--- src/sv/lstc_pkg.sv ---
`default_nettype none
// ----------------------------------------------------------------------------
// lstc_pkg
// Shared types and constants of the link setup/teardown controller.
// ----------------------------------------------------------------------------
package lstc_pkg;

   localparam int unsigned ByteW    = 8;
   localparam int unsigned StatusW  = 3;
   localparam int unsigned CmdW     = 2;
   localparam int unsigned AttemptW = 4;
   localparam int unsigned TickW    = 16;
   localparam int unsigned CsrIdxW  = 3;
   localparam int unsigned CsrDataW = 16;
   localparam int unsigned BeatW    = 3;

   localparam logic [BeatW-1:0] BeatFlagOpen  = 3'd0;
   localparam logic [BeatW-1:0] BeatAddr      = 3'd1;
   localparam logic [BeatW-1:0] BeatCtrl      = 3'd2;
   localparam logic [BeatW-1:0] BeatBcc       = 3'd3;
   localparam logic [BeatW-1:0] BeatFlagClose = 3'd4;

   localparam logic [CmdW-1:0] CMD_START = 2'd0;
   localparam logic [CmdW-1:0] CMD_BYTE  = 2'd1;
   localparam logic [CmdW-1:0] CMD_TICK  = 2'd2;

   localparam logic [StatusW-1:0] ST_IDLE     = 3'd0;
   localparam logic [StatusW-1:0] ST_BUSY     = 3'd1;
   localparam logic [StatusW-1:0] ST_DONE     = 3'd2;
   localparam logic [StatusW-1:0] ST_CONN_ERR = 3'd3;
   localparam logic [StatusW-1:0] ST_DISC_ERR = 3'd4;

   localparam logic [CsrIdxW-1:0] REG_FLAG      = 3'd0;
   localparam logic [CsrIdxW-1:0] REG_CMD_ADDR  = 3'd1;
   localparam logic [CsrIdxW-1:0] REG_ANS_ADDR  = 3'd2;
   localparam logic [CsrIdxW-1:0] REG_SET_CTRL  = 3'd3;
   localparam logic [CsrIdxW-1:0] REG_UA_CTRL   = 3'd4;
   localparam logic [CsrIdxW-1:0] REG_DISC_CTRL = 3'd5;
   localparam logic [CsrIdxW-1:0] REG_MAX_ATT   = 3'd6;
   localparam logic [CsrIdxW-1:0] REG_TIMEOUT   = 3'd7;

   typedef enum logic [5:0] {
      PH_IDLE  = 6'b000001,
      PH_CONN  = 6'b000010,
      PH_DISC  = 6'b000100,
      PH_DONE  = 6'b001000,
      PH_CFAIL = 6'b010000,
      PH_DFAIL = 6'b100000
   } phase_type;

   typedef enum logic [4:0] {
      M_START = 5'b00001,
      M_FLAG  = 5'b00010,
      M_ADDR  = 5'b00100,
      M_CTRL  = 5'b01000,
      M_BCC   = 5'b10000
   } match_type;

   // one queued job: a five-byte frame or a single status word
   typedef struct packed {
      logic               is_frame;
      logic [ByteW-1:0]   flag;
      logic [ByteW-1:0]   addr;
      logic [ByteW-1:0]   ctrl;
      logic [StatusW-1:0] status;
   } job_type;

   typedef struct packed {
      logic push;
      logic pop;
   } qctl_type;

   typedef struct packed {
      logic full;
      logic empty;
   } qstat_type;

endpackage : lstc_pkg
`default_nettype wire

--- src/sv/lstc_front.sv ---
`default_nettype none
// ----------------------------------------------------------------------------
// lstc_front
// Config registers, handshake phase, reply matcher, retry timer; turns each
// accepted item into one job for the queue.
// ----------------------------------------------------------------------------
module lstc_front (
   input  wire logic                           clock,
   input  wire logic                           reset,
   input  wire logic                           csr_we,
   input  wire logic [lstc_pkg::CsrIdxW-1:0]   csr_index,
   input  wire logic [lstc_pkg::CsrDataW-1:0]  csr_data,
   input  wire logic                           item_take,
   input  wire logic [lstc_pkg::CmdW-1:0]      item_cmd,
   input  wire logic [lstc_pkg::ByteW-1:0]     item_byte,
   output lstc_pkg::job_type                   job
);
   import lstc_pkg::*;

   logic [ByteW-1:0]    flag_ff, cmd_addr_ff, ans_addr_ff;
   logic [ByteW-1:0]    set_ctrl_ff, ua_ctrl_ff, disc_ctrl_ff;
   logic [AttemptW-1:0] max_att_ff;
   logic [TickW-1:0]    timeout_ff;

   phase_type           phase_ff, phase_in;
   match_type           match_ff, match_in, match_nx;
   logic [AttemptW-1:0] att_ff, att_in;
   logic [TickW-1:0]    tick_ff, tick_in, tick_inc;

   logic                active, hit;
   logic [ByteW-1:0]    exp_addr, exp_ctrl, exp_bcc;

   always_ff @(posedge clock) begin
      if (reset) begin
         flag_ff      <= 8'h7E;
         cmd_addr_ff  <= 8'd3;
         ans_addr_ff  <= 8'd1;
         set_ctrl_ff  <= 8'd3;
         ua_ctrl_ff   <= 8'd7;
         disc_ctrl_ff <= 8'd11;
         max_att_ff   <= 4'd3;
         timeout_ff   <= 16'd3;
      end else if (csr_we) begin
         case (csr_index)
            REG_FLAG:      flag_ff      <= csr_data[ByteW-1:0];
            REG_CMD_ADDR:  cmd_addr_ff  <= csr_data[ByteW-1:0];
            REG_ANS_ADDR:  ans_addr_ff  <= csr_data[ByteW-1:0];
            REG_SET_CTRL:  set_ctrl_ff  <= csr_data[ByteW-1:0];
            REG_UA_CTRL:   ua_ctrl_ff   <= csr_data[ByteW-1:0];
            REG_DISC_CTRL: disc_ctrl_ff <= csr_data[ByteW-1:0];
            REG_MAX_ATT:   max_att_ff   <= csr_data[AttemptW-1:0];
            REG_TIMEOUT:   timeout_ff   <= csr_data[TickW-1:0];
            default:       flag_ff      <= flag_ff;
         endcase
      end
   end

   assign active   = (phase_ff == PH_CONN) || (phase_ff == PH_DISC);
   assign exp_addr = (phase_ff == PH_CONN) ? cmd_addr_ff : ans_addr_ff;
   assign exp_ctrl = (phase_ff == PH_CONN) ? ua_ctrl_ff : disc_ctrl_ff;
   assign exp_bcc  = exp_addr ^ exp_ctrl;
   assign tick_inc = tick_ff + 16'd1;

   // reply matcher: opening flag first, then address, control, BCC, closing flag
   always_comb begin
      hit      = 1'b0;
      match_nx = M_START;
      case (match_ff)
         M_START: match_nx = (item_byte == flag_ff) ? M_FLAG : M_START;
         M_FLAG: begin
            if (item_byte == exp_addr)     match_nx = M_ADDR;
            else if (item_byte == flag_ff) match_nx = M_FLAG;
            else                           match_nx = M_START;
         end
         M_ADDR: begin
            if (item_byte == exp_ctrl)     match_nx = M_CTRL;
            else if (item_byte == flag_ff) match_nx = M_FLAG;
            else                           match_nx = M_START;
         end
         M_CTRL: begin
            if (item_byte == exp_bcc)      match_nx = M_BCC;
            else if (item_byte == flag_ff) match_nx = M_FLAG;
            else                           match_nx = M_START;
         end
         M_BCC: begin
            match_nx = M_START;
            hit      = (item_byte == flag_ff);
         end
         default: match_nx = M_START;
      endcase
   end

   always_comb begin
      phase_in     = phase_ff;
      match_in     = match_ff;
      att_in       = att_ff;
      tick_in      = tick_ff;
      job.is_frame = 1'b0;
      job.flag     = flag_ff;
      job.addr     = cmd_addr_ff;
      job.ctrl     = set_ctrl_ff;
      case (item_cmd)
         CMD_START: begin
            phase_in     = PH_CONN;
            match_in     = M_START;
            att_in       = 4'd1;
            tick_in      = '0;
            job.is_frame = 1'b1;
         end
         CMD_BYTE: begin
            if (active) begin
               match_in = match_nx;
               if (hit) begin
                  match_in     = M_START;
                  tick_in      = '0;
                  job.is_frame = 1'b1;
                  if (phase_ff == PH_CONN) begin
                     phase_in = PH_DISC;
                     att_in   = 4'd1;
                     job.ctrl = disc_ctrl_ff;
                  end else begin
                     phase_in = PH_DONE;
                     job.addr = ans_addr_ff;
                     job.ctrl = ua_ctrl_ff;
                  end
               end
            end
         end
         CMD_TICK: begin
            if (active) begin
               tick_in = tick_inc;
               if (tick_inc >= timeout_ff) begin
                  tick_in  = '0;
                  match_in = M_START;
                  if (att_ff >= max_att_ff) begin
                     phase_in = (phase_ff == PH_CONN) ? PH_CFAIL : PH_DFAIL;
                  end else begin
                     att_in       = att_ff + 4'd1;
                     job.is_frame = 1'b1;
                     job.ctrl     = (phase_ff == PH_CONN) ? set_ctrl_ff : disc_ctrl_ff;
                  end
               end
            end
         end
         default: phase_in = phase_ff;
      endcase
      case (phase_in)
         PH_CONN, PH_DISC: job.status = ST_BUSY;
         PH_DONE:          job.status = ST_DONE;
         PH_CFAIL:         job.status = ST_CONN_ERR;
         PH_DFAIL:         job.status = ST_DISC_ERR;
         default:          job.status = ST_IDLE;
      endcase
   end

   always_ff @(posedge clock) begin
      if (reset) begin
         phase_ff <= PH_IDLE;
         match_ff <= M_START;
         att_ff   <= '0;
         tick_ff  <= '0;
      end else if (item_take) begin
         phase_ff <= phase_in;
         match_ff <= match_in;
         att_ff   <= att_in;
         tick_ff  <= tick_in;
      end
   end

endmodule : lstc_front
`default_nettype wire

--- src/sv/lstc_queue.sv ---
`default_nettype none
// ----------------------------------------------------------------------------
// lstc_queue
// Short job queue between the front end and the frame serializer.
// ----------------------------------------------------------------------------
module lstc_queue #(
   parameter int unsigned Depth = 4
) (
   input  wire logic               clock,
   input  wire logic               reset,
   input  wire lstc_pkg::qctl_type ctl,
   input  wire lstc_pkg::job_type  wr_job,
   output lstc_pkg::job_type       rd_job,
   output lstc_pkg::qstat_type     stat
);
   import lstc_pkg::*;

   localparam int unsigned PtrW = (Depth > 1) ? $clog2(Depth) : 1;
   localparam int unsigned CntW = $clog2(Depth + 1);

   job_type         slot_ff [Depth];
   logic [PtrW-1:0] wr_ptr_ff, rd_ptr_ff;
   logic [CntW-1:0] cnt_ff;

   function automatic logic [PtrW-1:0] bump(input logic [PtrW-1:0] p);
      logic [PtrW-1:0] r;
      r = (p == PtrW'(Depth - 1)) ? '0 : p + PtrW'(1);
      return r;
   endfunction

   assign stat.full  = (cnt_ff == CntW'(Depth));
   assign stat.empty = (cnt_ff == '0);
   assign rd_job     = slot_ff[rd_ptr_ff];

   always_ff @(posedge clock) begin
      if (ctl.push) slot_ff[wr_ptr_ff] <= wr_job;
   end

   always_ff @(posedge clock) begin
      if (reset) begin
         wr_ptr_ff <= '0;
         rd_ptr_ff <= '0;
         cnt_ff    <= '0;
      end else begin
         if (ctl.push) wr_ptr_ff <= bump(wr_ptr_ff);
         if (ctl.pop)  rd_ptr_ff <= bump(rd_ptr_ff);
         if (ctl.push && !ctl.pop)      cnt_ff <= cnt_ff + CntW'(1);
         else if (ctl.pop && !ctl.push) cnt_ff <= cnt_ff - CntW'(1);
      end
   end

endmodule : lstc_queue
`default_nettype wire

--- src/sv/lstc_back.sv ---
`default_nettype none
// ----------------------------------------------------------------------------
// lstc_back
// Frame serializer: expands a job into five frame words or one status word.
// ----------------------------------------------------------------------------
module lstc_back (
   input  wire logic                          clock,
   input  wire logic                          reset,
   input  wire lstc_pkg::job_type             q_job,
   input  wire logic                          q_empty,
   output logic                               q_pop,
   output logic                               rsp_tvalid,
   input  wire logic                          rsp_tready,
   output logic [15:0]                        rsp_tdata,  // tx_byte, status
   output logic                               rsp_tuser,  // tx_valid
   output logic                               rsp_tlast
);
   import lstc_pkg::*;

   job_type          job_ff;
   logic             vld_ff;
   logic [BeatW-1:0] beat_ff;
   logic             last_beat, done;
   logic [ByteW-1:0] tx_byte;

   assign last_beat = !job_ff.is_frame || (beat_ff == BeatFlagClose);
   assign done      = !vld_ff || (rsp_tready && last_beat);
   assign q_pop     = done && !q_empty;

   always_comb begin
      tx_byte = '0;
      if (job_ff.is_frame) begin
         case (beat_ff)
            BeatFlagOpen, BeatFlagClose: tx_byte = job_ff.flag;
            BeatAddr:                    tx_byte = job_ff.addr;
            BeatCtrl:                    tx_byte = job_ff.ctrl;
            BeatBcc:                     tx_byte = job_ff.addr ^ job_ff.ctrl;
            default:                     tx_byte = '0;
         endcase
      end
   end

   assign rsp_tvalid = vld_ff;
   assign rsp_tdata  = {5'd0, job_ff.status, tx_byte};
   assign rsp_tuser  = job_ff.is_frame;
   assign rsp_tlast  = last_beat;

   always_ff @(posedge clock) begin
      if (q_pop) job_ff <= q_job;
   end

   always_ff @(posedge clock) begin
      if (reset) begin
         vld_ff  <= 1'b0;
         beat_ff <= '0;
      end else if (done) begin
         vld_ff  <= !q_empty;
         beat_ff <= '0;
      end else if (rsp_tready) begin
         beat_ff <= beat_ff + BeatW'(1);
      end
   end

endmodule : lstc_back
`default_nettype wire

--- src/sv/link_setup_teardown_controller.sv ---
`default_nettype none
// ----------------------------------------------------------------------------
// link_setup_teardown_controller
// Sender side of a SET/UA, DISC/DISC, UA supervisory-frame link handshake.
// ----------------------------------------------------------------------------
// An item (req_tuser = start, received byte or tick) is taken whenever the
// job queue has room, so items may follow back to back. Each item yields
// either one status word or a five-word frame; the serializer sends one
// word per cycle while rsp_tready is high, so a frame item occupies the
// output for five words and a status item for one. Queue depth sets how
// many items can be taken ahead of a stalled output. Config writes are
// always ready and take effect on the next item.
module link_setup_teardown_controller #(
   parameter int unsigned QueueDepth = 4
) (
   input  wire logic         clock,
   input  wire logic         reset,
   input  wire logic         csr_valid,
   output logic              csr_ready,
   input  wire logic [2:0]   csr_index,
   input  wire logic [15:0]  csr_data,
   input  wire logic         req_tvalid,
   output logic              req_tready,
   input  wire logic [7:0]   req_tdata,   // rx_byte
   input  wire logic [1:0]   req_tuser,   // cmd
   output logic              rsp_tvalid,
   input  wire logic         rsp_tready,
   output logic [15:0]       rsp_tdata,   // tx_byte [7:0], status [10:8]
   output logic              rsp_tuser,   // tx_valid
   output logic              rsp_tlast
);
   import lstc_pkg::*;

   job_type   fe_job, q_job;
   qctl_type  qctl;
   qstat_type qstat;
   logic      take;

   assign csr_ready  = 1'b1;
   assign req_tready = !qstat.full;
   assign take       = req_tvalid && req_tready;
   assign qctl.push  = take;

   lstc_front u_front (
      .clock     (clock),
      .reset     (reset),
      .csr_we    (csr_valid && csr_ready),
      .csr_index (csr_index),
      .csr_data  (csr_data),
      .item_take (take),
      .item_cmd  (req_tuser),
      .item_byte (req_tdata),
      .job       (fe_job)
   );

   lstc_queue #(.Depth(QueueDepth)) u_queue (
      .clock  (clock),
      .reset  (reset),
      .ctl    (qctl),
      .wr_job (fe_job),
      .rd_job (q_job),
      .stat   (qstat)
   );

   lstc_back u_back (
      .clock      (clock),
      .reset      (reset),
      .q_job      (q_job),
      .q_empty    (qstat.empty),
      .q_pop      (qctl.pop),
      .rsp_tvalid (rsp_tvalid),
      .rsp_tready (rsp_tready),
      .rsp_tdata  (rsp_tdata),
      .rsp_tuser  (rsp_tuser),
      .rsp_tlast  (rsp_tlast)
   );

endmodule : link_setup_teardown_controller
`default_nettype wire

--- config.mk ---
export PLATFORM = sky130hd
export DESIGN_NAME = link_setup_teardown_controller
export DESIGN_NICKNAME = d
export VERILOG_FILES = /design/src/sv/lstc_pkg.sv /design/src/sv/lstc_front.sv /design/src/sv/lstc_queue.sv /design/src/sv/lstc_back.sv /design/src/sv/link_setup_teardown_controller.sv
export SDC_FILE = /design/constraint.sdc
export NUM_CORES = 1
export LEC_CHECK = 0
export BUFFER_PORTS_ARGS = -buffer_cell sky130_fd_sc_hd__buf_2
export CELL_PAD_IN_SITES_DETAIL_PLACEMENT = 1
export CELL_PAD_IN_SITES_GLOBAL_PLACEMENT = 1
export CORE_AREA = 8 8 195 197
export CTS_BUF_LIST = sky130_fd_sc_hd__clkbuf_4 sky130_fd_sc_hd__clkbuf_8
export CTS_CLUSTER_DIAMETER = 80
export CTS_CLUSTER_SIZE = 8
export DETAILED_ROUTE_END_ITERATION = 16
export DIE_AREA = 0 0 203 205
export PLACE_DENSITY = 0.68
export SETUP_SLACK_MARGIN = 0.4
export SLEW_MARGIN = 20
export SYNTH_ARGS = -nofsm -noshare
export SYNTH_HDL_FRONTEND = slang
export SYNTH_SLANG_ARGS = --single-unit
export TNS_END_PERCENT = 20
--- constraint.sdc ---
create_clock -name clock -period 5.78 [get_ports clock]
set_clock_uncertainty 0.05 [all_clocks]
set_input_delay 0.289 -clock clock [delete_from_list [all_inputs] [get_ports clock]]
set_output_delay 0.289 -clock clock [all_outputs]
set_load 0.005 [all_outputs]
### Word level (Yosys, flattened, before mapping)

Memories as Yosys holds them, arrays and structs flattened. A register that Yosys moved wholly into a read port is not among the register bits.
Index checks and enable logic that the tools add are counted.

* bits in registers: 110
* memory bits (writable): 112
* logic and storage cells: 158
* memories: 1

Memory list
* u_queue.slot_ff: words 4, width 28, read ports 1, clocked after Yosys merged registers in 1, write ports 1, line lstc_queue.sv:21 `job_type slot_ff [Depth];`

* add/subtract/negate cells: 7
* $lt $le $gt $ge: 2
* eq/ne operators: 38
* mux-type cells: 57
* bitwise gates (word level): 2
* reductions and logical operators: 34

Operator list (number)
* 16-bit 2-to-1 mux: 6
* 8-bit 2-to-1 mux: 9
* 16-bit case mux with 3 select lines: 1
* 6-bit 2-to-1 mux: 6
* 5-bit 2-to-1 mux: 7
* 8-bit equality test: 4
* 8-bit case mux with 4 select lines: 1
* 4-bit 2-to-1 mux: 7
* 5-bit case mux with 4 select lines: 1
* 3-bit equality test, second input constant: 6
* 6-bit case mux with 3 select lines: 1
* 16-bit by 1-bit adder with 16-bit output, second input constant: 1
* 16-bit >= comparator: 1
* 8-bit case mux with 2 select lines: 1
* 2-bit AND reduction: 8
* 8-bit bitwise XOR: 2
* 5-bit case mux with 3 select lines: 1
* 3-bit by 2-bit equality test with 1-bit output, second input constant: 4
* 6-bit by 2-bit equality test with 1-bit output, second input constant: 2
* 6-bit by 3-bit equality test with 1-bit output, second input constant: 2
* 3-bit case mux with 4 select lines: 1
* 4-bit case mux with 3 select lines: 1
* 2-bit by 1-bit inequality test with 1-bit output, second input constant: 5
* 5-bit AND reduction: 2
* 30 further kinds: 60

### Depth between registers and ports, before layout

Gate-level depths: netlist of run 1.

* word-level depth: 9
* depth in mapped cells: 17
* gate-level depth less buffers: 16

### Hierarchy

From an unflattened synthesis of run 1, not the netlist that was laid out.

* cells, all modules: 1183
* area total of the unflattened synthesis: 12728.5 um2

Modules (own cells, without submodules)
* lstc_front: times used 1, cells an instance 873, area an instance 6718.9 um2, sequential area each 1981.9 um2
* lstc_queue: times used 1, cells an instance 190, area an instance 4530.6 um2, sequential area each 3543.4 um2
* lstc_back: times used 1, cells an instance 116, area an instance 1457.6 um2, sequential area each 920.9 um2
* link_setup_teardown_controller: times used 1, cells an instance 4, area an instance 21.3 um2, sequential area each 0.0 um2

### Worst setup path before layout of run 1

No wires, ideal clock.

* path kind: register to register
* from: reg u_front.tick_ff[0]
* to: mem u_queue.slot_ff[0][0] (netlist bit), data pin
* data arrival time: 3843 ps
* required time: 5491 ps
* setup slack: 1647 ps
* stages on the path, launching flop included: 18
* buffers on the path: 1
* cells stage by stage: dfxtp_1 -> ha_1 -> and3_1 -> and3_1 -> clkbuf_1 -> and3_1 -> and3_1 -> nand3_1 -> xnor2_1 -> ha_1 -> and4_1 -> nand3_1 -> o32a_1 -> nand3_1 -> a31o_2 -> a21oi_1 -> maj3_1 -> nor4_1

RTL lines
* from (decl): line lstc_front.sv:28 `logic [TickW-1:0] tick_ff, tick_in, tick_inc;`
* from (signal assigned): line lstc_front.sv:166 `tick_ff <= tick_in;`
* to (decl): line lstc_queue.sv:21

==> flow_summary.json, run 1 <==
{
  "hold_buffers": 10,
  "ir_drop_uv": 158,
  "syn_area_per_cell_um2": 10.9,
  "rows": 69,
  "min_path_type": "primary input to flip-flop",
  "finalHoldViolations": 0,
  "initial_utilization": 0.345,
  "yosys-top-cells-area": "edfxtp_1, dfxtp_1, mux4_2, nand2_1, ha_1",
  "min_period_over_period": 0.849,
  "die_y_um": 205,
  "setup_tns_ps": 0,
  "netlist_area_um2": 12100,
  "synth.top_cell.area_share": 0.349,
  "drcViolationCount": 0,
  "tightest_slew_ps": 1120,
  "cts.htree.levels": 2,
  "fin_nets": 1228,
  "die_x_um": 203,
  "synthCells": 1110,
  "yosys_warnings": 0,
  "grt_overflow": 0,
  "grt_pass1_vias": 8839,
  "final_cell_mix": "nand2_1, edfxtp_1, dfxtp_1",
  "routedWlPerCell_um": 19.3,
  "slew_headroom": 0.247,
  "rsz0062_at_grt": "false",
  "dpl.hpwl_um": 22300,
  "cp_max_fo": 8,
  "antenna_left": 0,
  "endpoint_kind": "flip-flop",
  "rr_startpoint": "u_front.tick_ff[6]",
  "rr_worst_depth": 15,
  "path_clk_slew_ps": 60,
  "min_path_cells": 3,
  "ys_async_sr_fraction": 0,
  "core_um2": 35000,
  "fin_cells": 1637,
  "worstReg2RegEnd": "u_queue.slot_ff[3][0]",
  "cts_buffer_depth": 3,
  "cts_tree": "yes",
  "hp-start": "csr_data[4]",
  "vias": 8461,
  "max-cap-violations": 0,
  "setup_viol": 0,
  "arrival_ps": 5110,
  "rrSetupSlack_ps": 880,
  "dr.pass1.iters": 5,
  "max_freq_mhz": 204,
  "slew_viol_final": 0,
  "cts_root_buffer": "clkbuf_8",
  "first_iter_violations": 562,
  "status": "completed",
  "antenna_cells": 0,
  "ys.flop_type": "edfxtp_1",
  "clk_latency_ps": 580,
  "wirelength_um": 31500,
  "avgViaCountPerCell": 5.17,
  "p_leak_nw": 4.78,
  "clock_sinks": 250,
  "area_delta_synth_final_pct": 11.6,
  "io_buffers": 48,
  "post_cts_buffers": 0,
  "place_inst": 1568,
  "crit_type": "flip-flop to flip-flop",
  "cts_buffers": 37,
  "synth_seq_cells": 250,
  "layout_min_cycle_time_ps": 4900,
  "antenna_found_initial": 0,
  "gp_congestion": 0.853,
  "num_io_pins": 55,
  "holdPathEnd": "u_front.timeout_ff[4]",
  "worstSetupStartpointType": "flip-flop",
  "final_common_cell": "nand2_1",
  "synth_cell_types": 73,
  "power_density_nw_per_um2": 333,
  "final_util": 0.385,
  "ctsResizeCount": 0,
  "synth-edff-count": 140,
  "required_ps": 5980,
  "grtUsageTotal": 0.150,
  "grt_pass1_wl_um": 49700,
  "drive_gt1_frac": 0.145,
  "yosysSeqAreaShare": 0.531,
  "yosysTopAreaCell": "edfxtp_1",
  "dieArea_um2": 41600,
  "grt_max_degree": 62,
  "nFillCells": 3916
}
sequential cells by signal, indices dropped and copies added (netlist names):
| name | count |
|---|---|
| u_queue.slot_ff | 112 |
| u_back.rsp_tvalid | 1 |
| u_front.disc_ctrl_ff | 8 |
| u_queue.rd_ptr_ff | 2 |
| u_back.rsp_tdata | 3 |
| u_front.tick_ff | 16 |
| u_front.timeout_ff | 16 |
| u_front.phase_ff | 6 |
| u_front.ua_ctrl_ff | 8 |
| u_queue.cnt_ff | 3 |
| u_back.beat_ff | 3 |
| u_queue.wr_ptr_ff | 2 |
| u_back.job_ff | 24 |
| u_front.ans_addr_ff | 8 |
| u_front.att_ff | 4 |
| u_front.max_att_ff | 4 |
| u_front.match_ff | 5 |
| u_front.flag_ff | 8 |
| u_front.set_ctrl_ff | 8 |
| u_back.rsp_tuser | 1 |
| u_front.cmd_addr_ff | 8 |
worst max path at each step:
| stage | slack, ps | endpoint | startpoint | depth (start not counted) |
|---|---|---|---|---|
| after floorplan | 1650 | u_queue.slot_ff[0][0] | u_front.tick_ff[0] | 17 |
| after global placement | 1170 | u_queue.slot_ff[0][0] | u_front.tick_ff[6] | 15 |
| after detailed placement | 910 | u_queue.slot_ff[3][0] | u_front.tick_ff[6] | 15 |
| after CTS | 860 | u_queue.slot_ff[3][0] | u_front.tick_ff[0] | 15 |
| after global routing | 460 | u_queue.slot_ff[3][0] | u_front.tick_ff[0] | 15 |
| final | 880 | u_queue.slot_ff[3][0] | u_front.tick_ff[6] | 15 |
cells by family after synthesis:
family,synth area share
AOI/OAI and AO/OA,0.105
xor gates and xnor gates,0.0487
adders and majority gates,0.0409
buffers and inverters,0.0391
DFF,0.531
muxes,0.0813
other,0.000623
and+or+nand+nor,0.153
metrics by stage:
step | instance area [µm²] | power [mW] | hold slack (ps) | setup WS [ps]
after floorplan | 12100 | 2.84 | 351 | 1650
after global placement | 12700 | 3.10 | 394 | 1170
after detailed placement | 12700 | 3.13 | 400 | 907
after CTS | 13400 | 4.55 | 10.8 | 864
after global routing | 13400 | 4.71 | 28.6 | 457
final | 13400 | 4.48 | 27.4 | 875
critical path: stages, from the launching register on:
cell     delay [ps]
dfxtp_1         400
and3_1          190
nor4b_1         570
and3_1          320
and3_1          250
and3_1          240
xor2_1           90
ha_1            290
and4_1          230
nand3_1          80
o32a_1          310
nand3_1         300
a31o_2          280
a21oi_1         140
maj3_1          380
nor4_1          500
final cells by class:
type                    instances  area [µm²]  share of cell area
repair buffers                 65         395              0.0294
flip-flops and latches        250        6410               0.477
clock buffers                  55         644              0.0479
clock inverters                 4        45.0             0.00335
multi-input cells             757        5210               0.387
well taps                     461         577              0.0429
inverters                      45         169              0.0126
report_power, final:
part	switching (mW)	total, mW	leakage [nW]	internal (mW)
clock network	0.692	1.41	0.370	0.717
logic	0.444	0.798	2.22	0.354
registers	0.138	2.27	2.18	2.13
total	1.27	4.48	4.78	3.20
cell usage after synthesis (all sizes together) (3+ instances only):
master,n
o2111ai,3
and4,4
a211o,8
a221o,8
a21o,5
buf,28
clkbuf,34
o211ai,5
and3,13
and2,6
a222oi,5
nand3,31
nor2b,29
a211oi,4
mux4,28
inv,44
nand4,5
edfxtp,140
xor2,40
nor3,22
nor4,6
a2111oi,3
or4,4
nand2b,8
a31oi,13
mux2i,27
a21oi,79
a21boi,10
o21ai,39
xnor2,27
o41ai,3
or3,3
nand2,155
or2,5
a22oi,3
nand3b,13
nor2,75
mux2,7
ha,37
dfxtp,110
routing by layer:
metal,wire (µm),part of all wire,up-vias,track usage
li1,-,-,4064,-
met1,14600,0.46,4184,0.196
met2,14800,0.47,164,0.254
met3,1500,0.047,49,0.0270
met4,654,0.021,0,0.0389
met5,0,0,-,0
Power figures use the tool's default switching activity.
==> run 2: changes to the inputs <==
--- a/config.mk
+++ b/config.mk
@@ -5,16 +5,17 @@
 export SDC_FILE = /design/constraint.sdc
 export NUM_CORES = 1
 export LEC_CHECK = 0
+export ABC_AREA = 1
 export BUFFER_PORTS_ARGS = -buffer_cell sky130_fd_sc_hd__buf_2
 export CELL_PAD_IN_SITES_DETAIL_PLACEMENT = 1
 export CELL_PAD_IN_SITES_GLOBAL_PLACEMENT = 1
-export CORE_AREA = 8 8 195 197
+export CORE_AREA = 8 8 196 198
 export CTS_BUF_LIST = sky130_fd_sc_hd__clkbuf_4 sky130_fd_sc_hd__clkbuf_8
 export CTS_CLUSTER_DIAMETER = 80
 export CTS_CLUSTER_SIZE = 8
 export DETAILED_ROUTE_END_ITERATION = 16
-export DIE_AREA = 0 0 203 205
-export PLACE_DENSITY = 0.68
+export DIE_AREA = 0 0 204 206
+export PLACE_DENSITY = 0.73
 export SETUP_SLACK_MARGIN = 0.4
 export SLEW_MARGIN = 20
 export SYNTH_ARGS = -nofsm -noshare
==> constraint.sdc (replaced) <==
create_clock -name clock -period 4.1 [get_ports clock]
set_clock_uncertainty 0.05 [all_clocks]
set_input_delay 0.205 -clock clock [delete_from_list [all_inputs] [get_ports clock]]
set_output_delay 0.205 -clock clock [all_outputs]
set_load 0.005 [all_outputs]
==> flow_summary.json, run 2 <==
{
  "status": "completed",
  "ir_drop_uv": 198,
  "ys.flop_type": "edfxtp_1",
  "critPathMaxStageDelay_ps": 370,
  "finalHoldViolations": 0,
  "startpoint": "u_front.tick_ff[0]",
  "synthMuxAreaShare": 0,
  "synth_compound_area_frac": 0.154,
  "dpl.hpwl_um": 24400,
  "slew_viol_final": 0,
  "place_ws_ps": 285,
  "antenna_found_initial": 1,
  "power.net_switching_mw": 2.26,
  "antenna_cells": 0,
  "netlist_top_cells_count": "nand2_1, o21ai_0, inv_1",
  "hp-start": "csr_data[3]",
  "synth-edff-count": 140,
  "pwr-share-comb": 0.238,
  "io_buffers": 48,
  "endpoint_kind": "flip-flop",
  "synth_cell_types": 45,
  "largest_register_ffs": 112,
  "num_io_pins": 55,
  "reg_top3": "u_queue.slot_ff: 112 flops, u_back.job_ff: 24 flops",
  "synth_simple_gate_area_frac": 0.190,
  "grt_overflow": 0,
  "layout_min_cycle_time_ps": 3510,
  "core_um2": 35200,
  "setup_tns_ps": 0,
  "yosys-top-cells-area": "edfxtp_1, dfxtp_1, nand2_1, o21ai_0, inv_1",
  "cts_buffers": 37,
  "grt_max_degree": 60,
  "cts_root_buffer": "clkbuf_8",
  "worst_slack_ps": 595,
  "netlist_area_um2": 12200,
  "area_delta_synth_final_pct": 13.0,
  "synth_seq_cells": 250,
  "antenna_left": 0,
  "grt_pass1_wl_um": 54600,
  "ys_async_sr_fraction": 0,
  "yosysSeqAreaShare": 0.524,
  "cts_tree": "yes",
  "pwr-share-clk": 0.287,
  "required_ps": 4400,
  "regArea_um2": 6410,
  "min_period_over_period": 0.855,
  "yosys_warnings": 0,
  "syn_area_per_cell_um2": 8.61,
  "final_cell_mix": "nand2_1, o21ai_0, inv_1",
  "die_x_um": 204,
  "p_leak_nw": 5.42,
  "initial_utilization": 0.347,
  "nFillCells": 4200,
  "clock_sinks": 250,
  "synth.most_common_cell": "nand2_1",
  "synthXorXnorAreaFrac": 0.0143,
  "synth_top_family_by_area": "simple AND/OR/NAND/NOR gates",
  "yosysTopAreaCell": "edfxtp_1",
  "dieArea_um2": 42000,
  "avgViaCountPerCell": 5.11,
  "dr.pass1.iters": 5,
  "power_density_nw_per_um2": 498,
  "grt_pass1_vias": 10300,
  "routedWlPerCell_um": 17.5,
  "crit_type": "flip-flop to flip-flop",
  "max-cap-violations": 0,
  "wirelength_um": 34300,
  "path_clk_slew_ps": 70,
  "cp_max_fo": 5,
  "vias": 10000,
  "min_path_type": "primary input to flip-flop",
  "cp_slowest_cell": "dfxtp_2",
  "multi_input_comb_area_um2": 5020,
  "slew_headroom": 0.300,
  "worstSetupStartpointType": "flip-flop",
  "internal_power_mw": 4.62,
  "drive_gt1_frac": 0.128,
  "synthCells": 1419,
  "p_seq_frac": 0.474,
  "synth_fa_ha_area_frac": 0.0395,
  "rsz0062_at_grt": "true",
  "clk_latency_ps": 560,
  "rows": 69,
  "largest-register": "u_queue.slot_ff",
  "cts_buffer_depth": 3,
  "final_common_cell": "nand2_1",
  "gp_congestion": 0.813,
  "tightest_slew_ps": 1050,
  "cts.htree.levels": 2,
  "first_iter_violations": 508,
  "arrival_ps": 3810,
  "path_cells": "ha_2 > nand3_2 > inv_1 > nand4_1 > nand3b_1 > nor2_2 > xor2_2 > ha_1 > nand4_1 > nor3_2 > nand2_1 > nand2_2 > nand2_1 > nand2_1 > nand3_2 > nand2_2 > nand2_1 > nor2_2 > nand2_1 > o21ai_2",
  "grtUsageTotal": 0.161,
  "max_freq_mhz": 285,
  "die_y_um": 206,
  "final_util": 0.392,
  "setup_viol": 0,
  "drcViolationCount": 0,
  "fin_nets": 1547,
  "rr_startpoint": "u_front.tick_ff[0]",
  "synth.top_cell.area_share": 0.344,
  "crit_top_cell": "nand2_1",
  "p_sw_frac": 0.328
}
-- run 2: layer usage --
layer / vias to the layer above / routed length (µm) / track usage
met5: - / 13 / 0
met2: 160 / 16600 / 0.279
met3: 57 / 1400 / 0.0301
li1: 4928 / - / -
met4: 2 / 792 / 0.0483
met1: 4862 / 15500 / 0.202
-- run 2: cells by family (layout without fill, tap and decap cells) --
kind of cell / Yosys count / count (layout)
AND/OR/NAND/NOR: 536 / 536
XOR/XNOR: 20 / 20
flip-flops: 250 / 250
adder cells (fa/ha/maj): 38 / 38
buffers and inverters: 225 / 299
other: 2 / 6
AO/OA/AOI/OAI: 348 / 348
-- run 2: repair_timing --
action                                  in CTS  in global routing
pin swaps                                    0                  7
resized for setup                            1                 27
setup buffers                                0                  1
endpoints found under the setup margin      32                 51
hold endpoints to repair                    29                  0
hold buffers                                14                  0
-- run 2: final timing paths --
kind / to / slack (ps) / cells past startpoint
max: u_queue.slot_ff[0][0] / 590 / 20
min: u_front.flag_ff[3] / 30 / 3
max reg2reg: u_queue.slot_ff[0][0] / 590 / 20
min reg2reg: u_front.timeout_ff[8] / 410 / 2
-- run 2: per-stage QoR --
step / hold slack [ps] / total power, mW / instance area, µm² / std cells
CTS: 7.65 / 6.97 / 13700 / 1957
floorplan: 281 / 4.34 / 12200 / 1423
finish: 32.0 / 6.88 / 13800 / 1958
detailed placement: 403 / 4.96 / 12900 / 1882
global placement: 395 / 4.87 / 12900 / 1882
global route: 28.9 / 7.30 / 13800 / 1958
-- run 2: power by group through the flow --
stage | logic, mW | registers (mW) | clock network [mW]
after floorplan | 1.08 | 3.26 | 0
after global routing | 1.86 | 3.29 | 2.15
after global placement | 1.57 | 3.30 | 0
after detailed placement | 1.64 | 3.32 | 0
after CTS | 1.66 | 3.27 | 2.05
final | 1.64 | 3.26 | 1.98
-- run 2: critical path: cells and delay by family, from the launching register on --
family                     cells  cell delay [ps]
and+or+nand+nor               15             2000
adders and majority gates      2              520
DFF                            1              370
AOI/OAI and AO/OA              1              210
buffers and inverters          1               90
xor gates and xnor gates       1               90
-- run 2: layout make-up --
type / count / share of cell area
Clock inverter: 5 / 0.00254
Multi-Input combinational cell: 948 / 0.364
Timing Repair Buffer: 81 / 0.0379
Sequential cell: 250 / 0.464
Tap cell: 461 / 0.0418
Clock buffer: 56 / 0.0472
Inverter: 157 / 0.0427
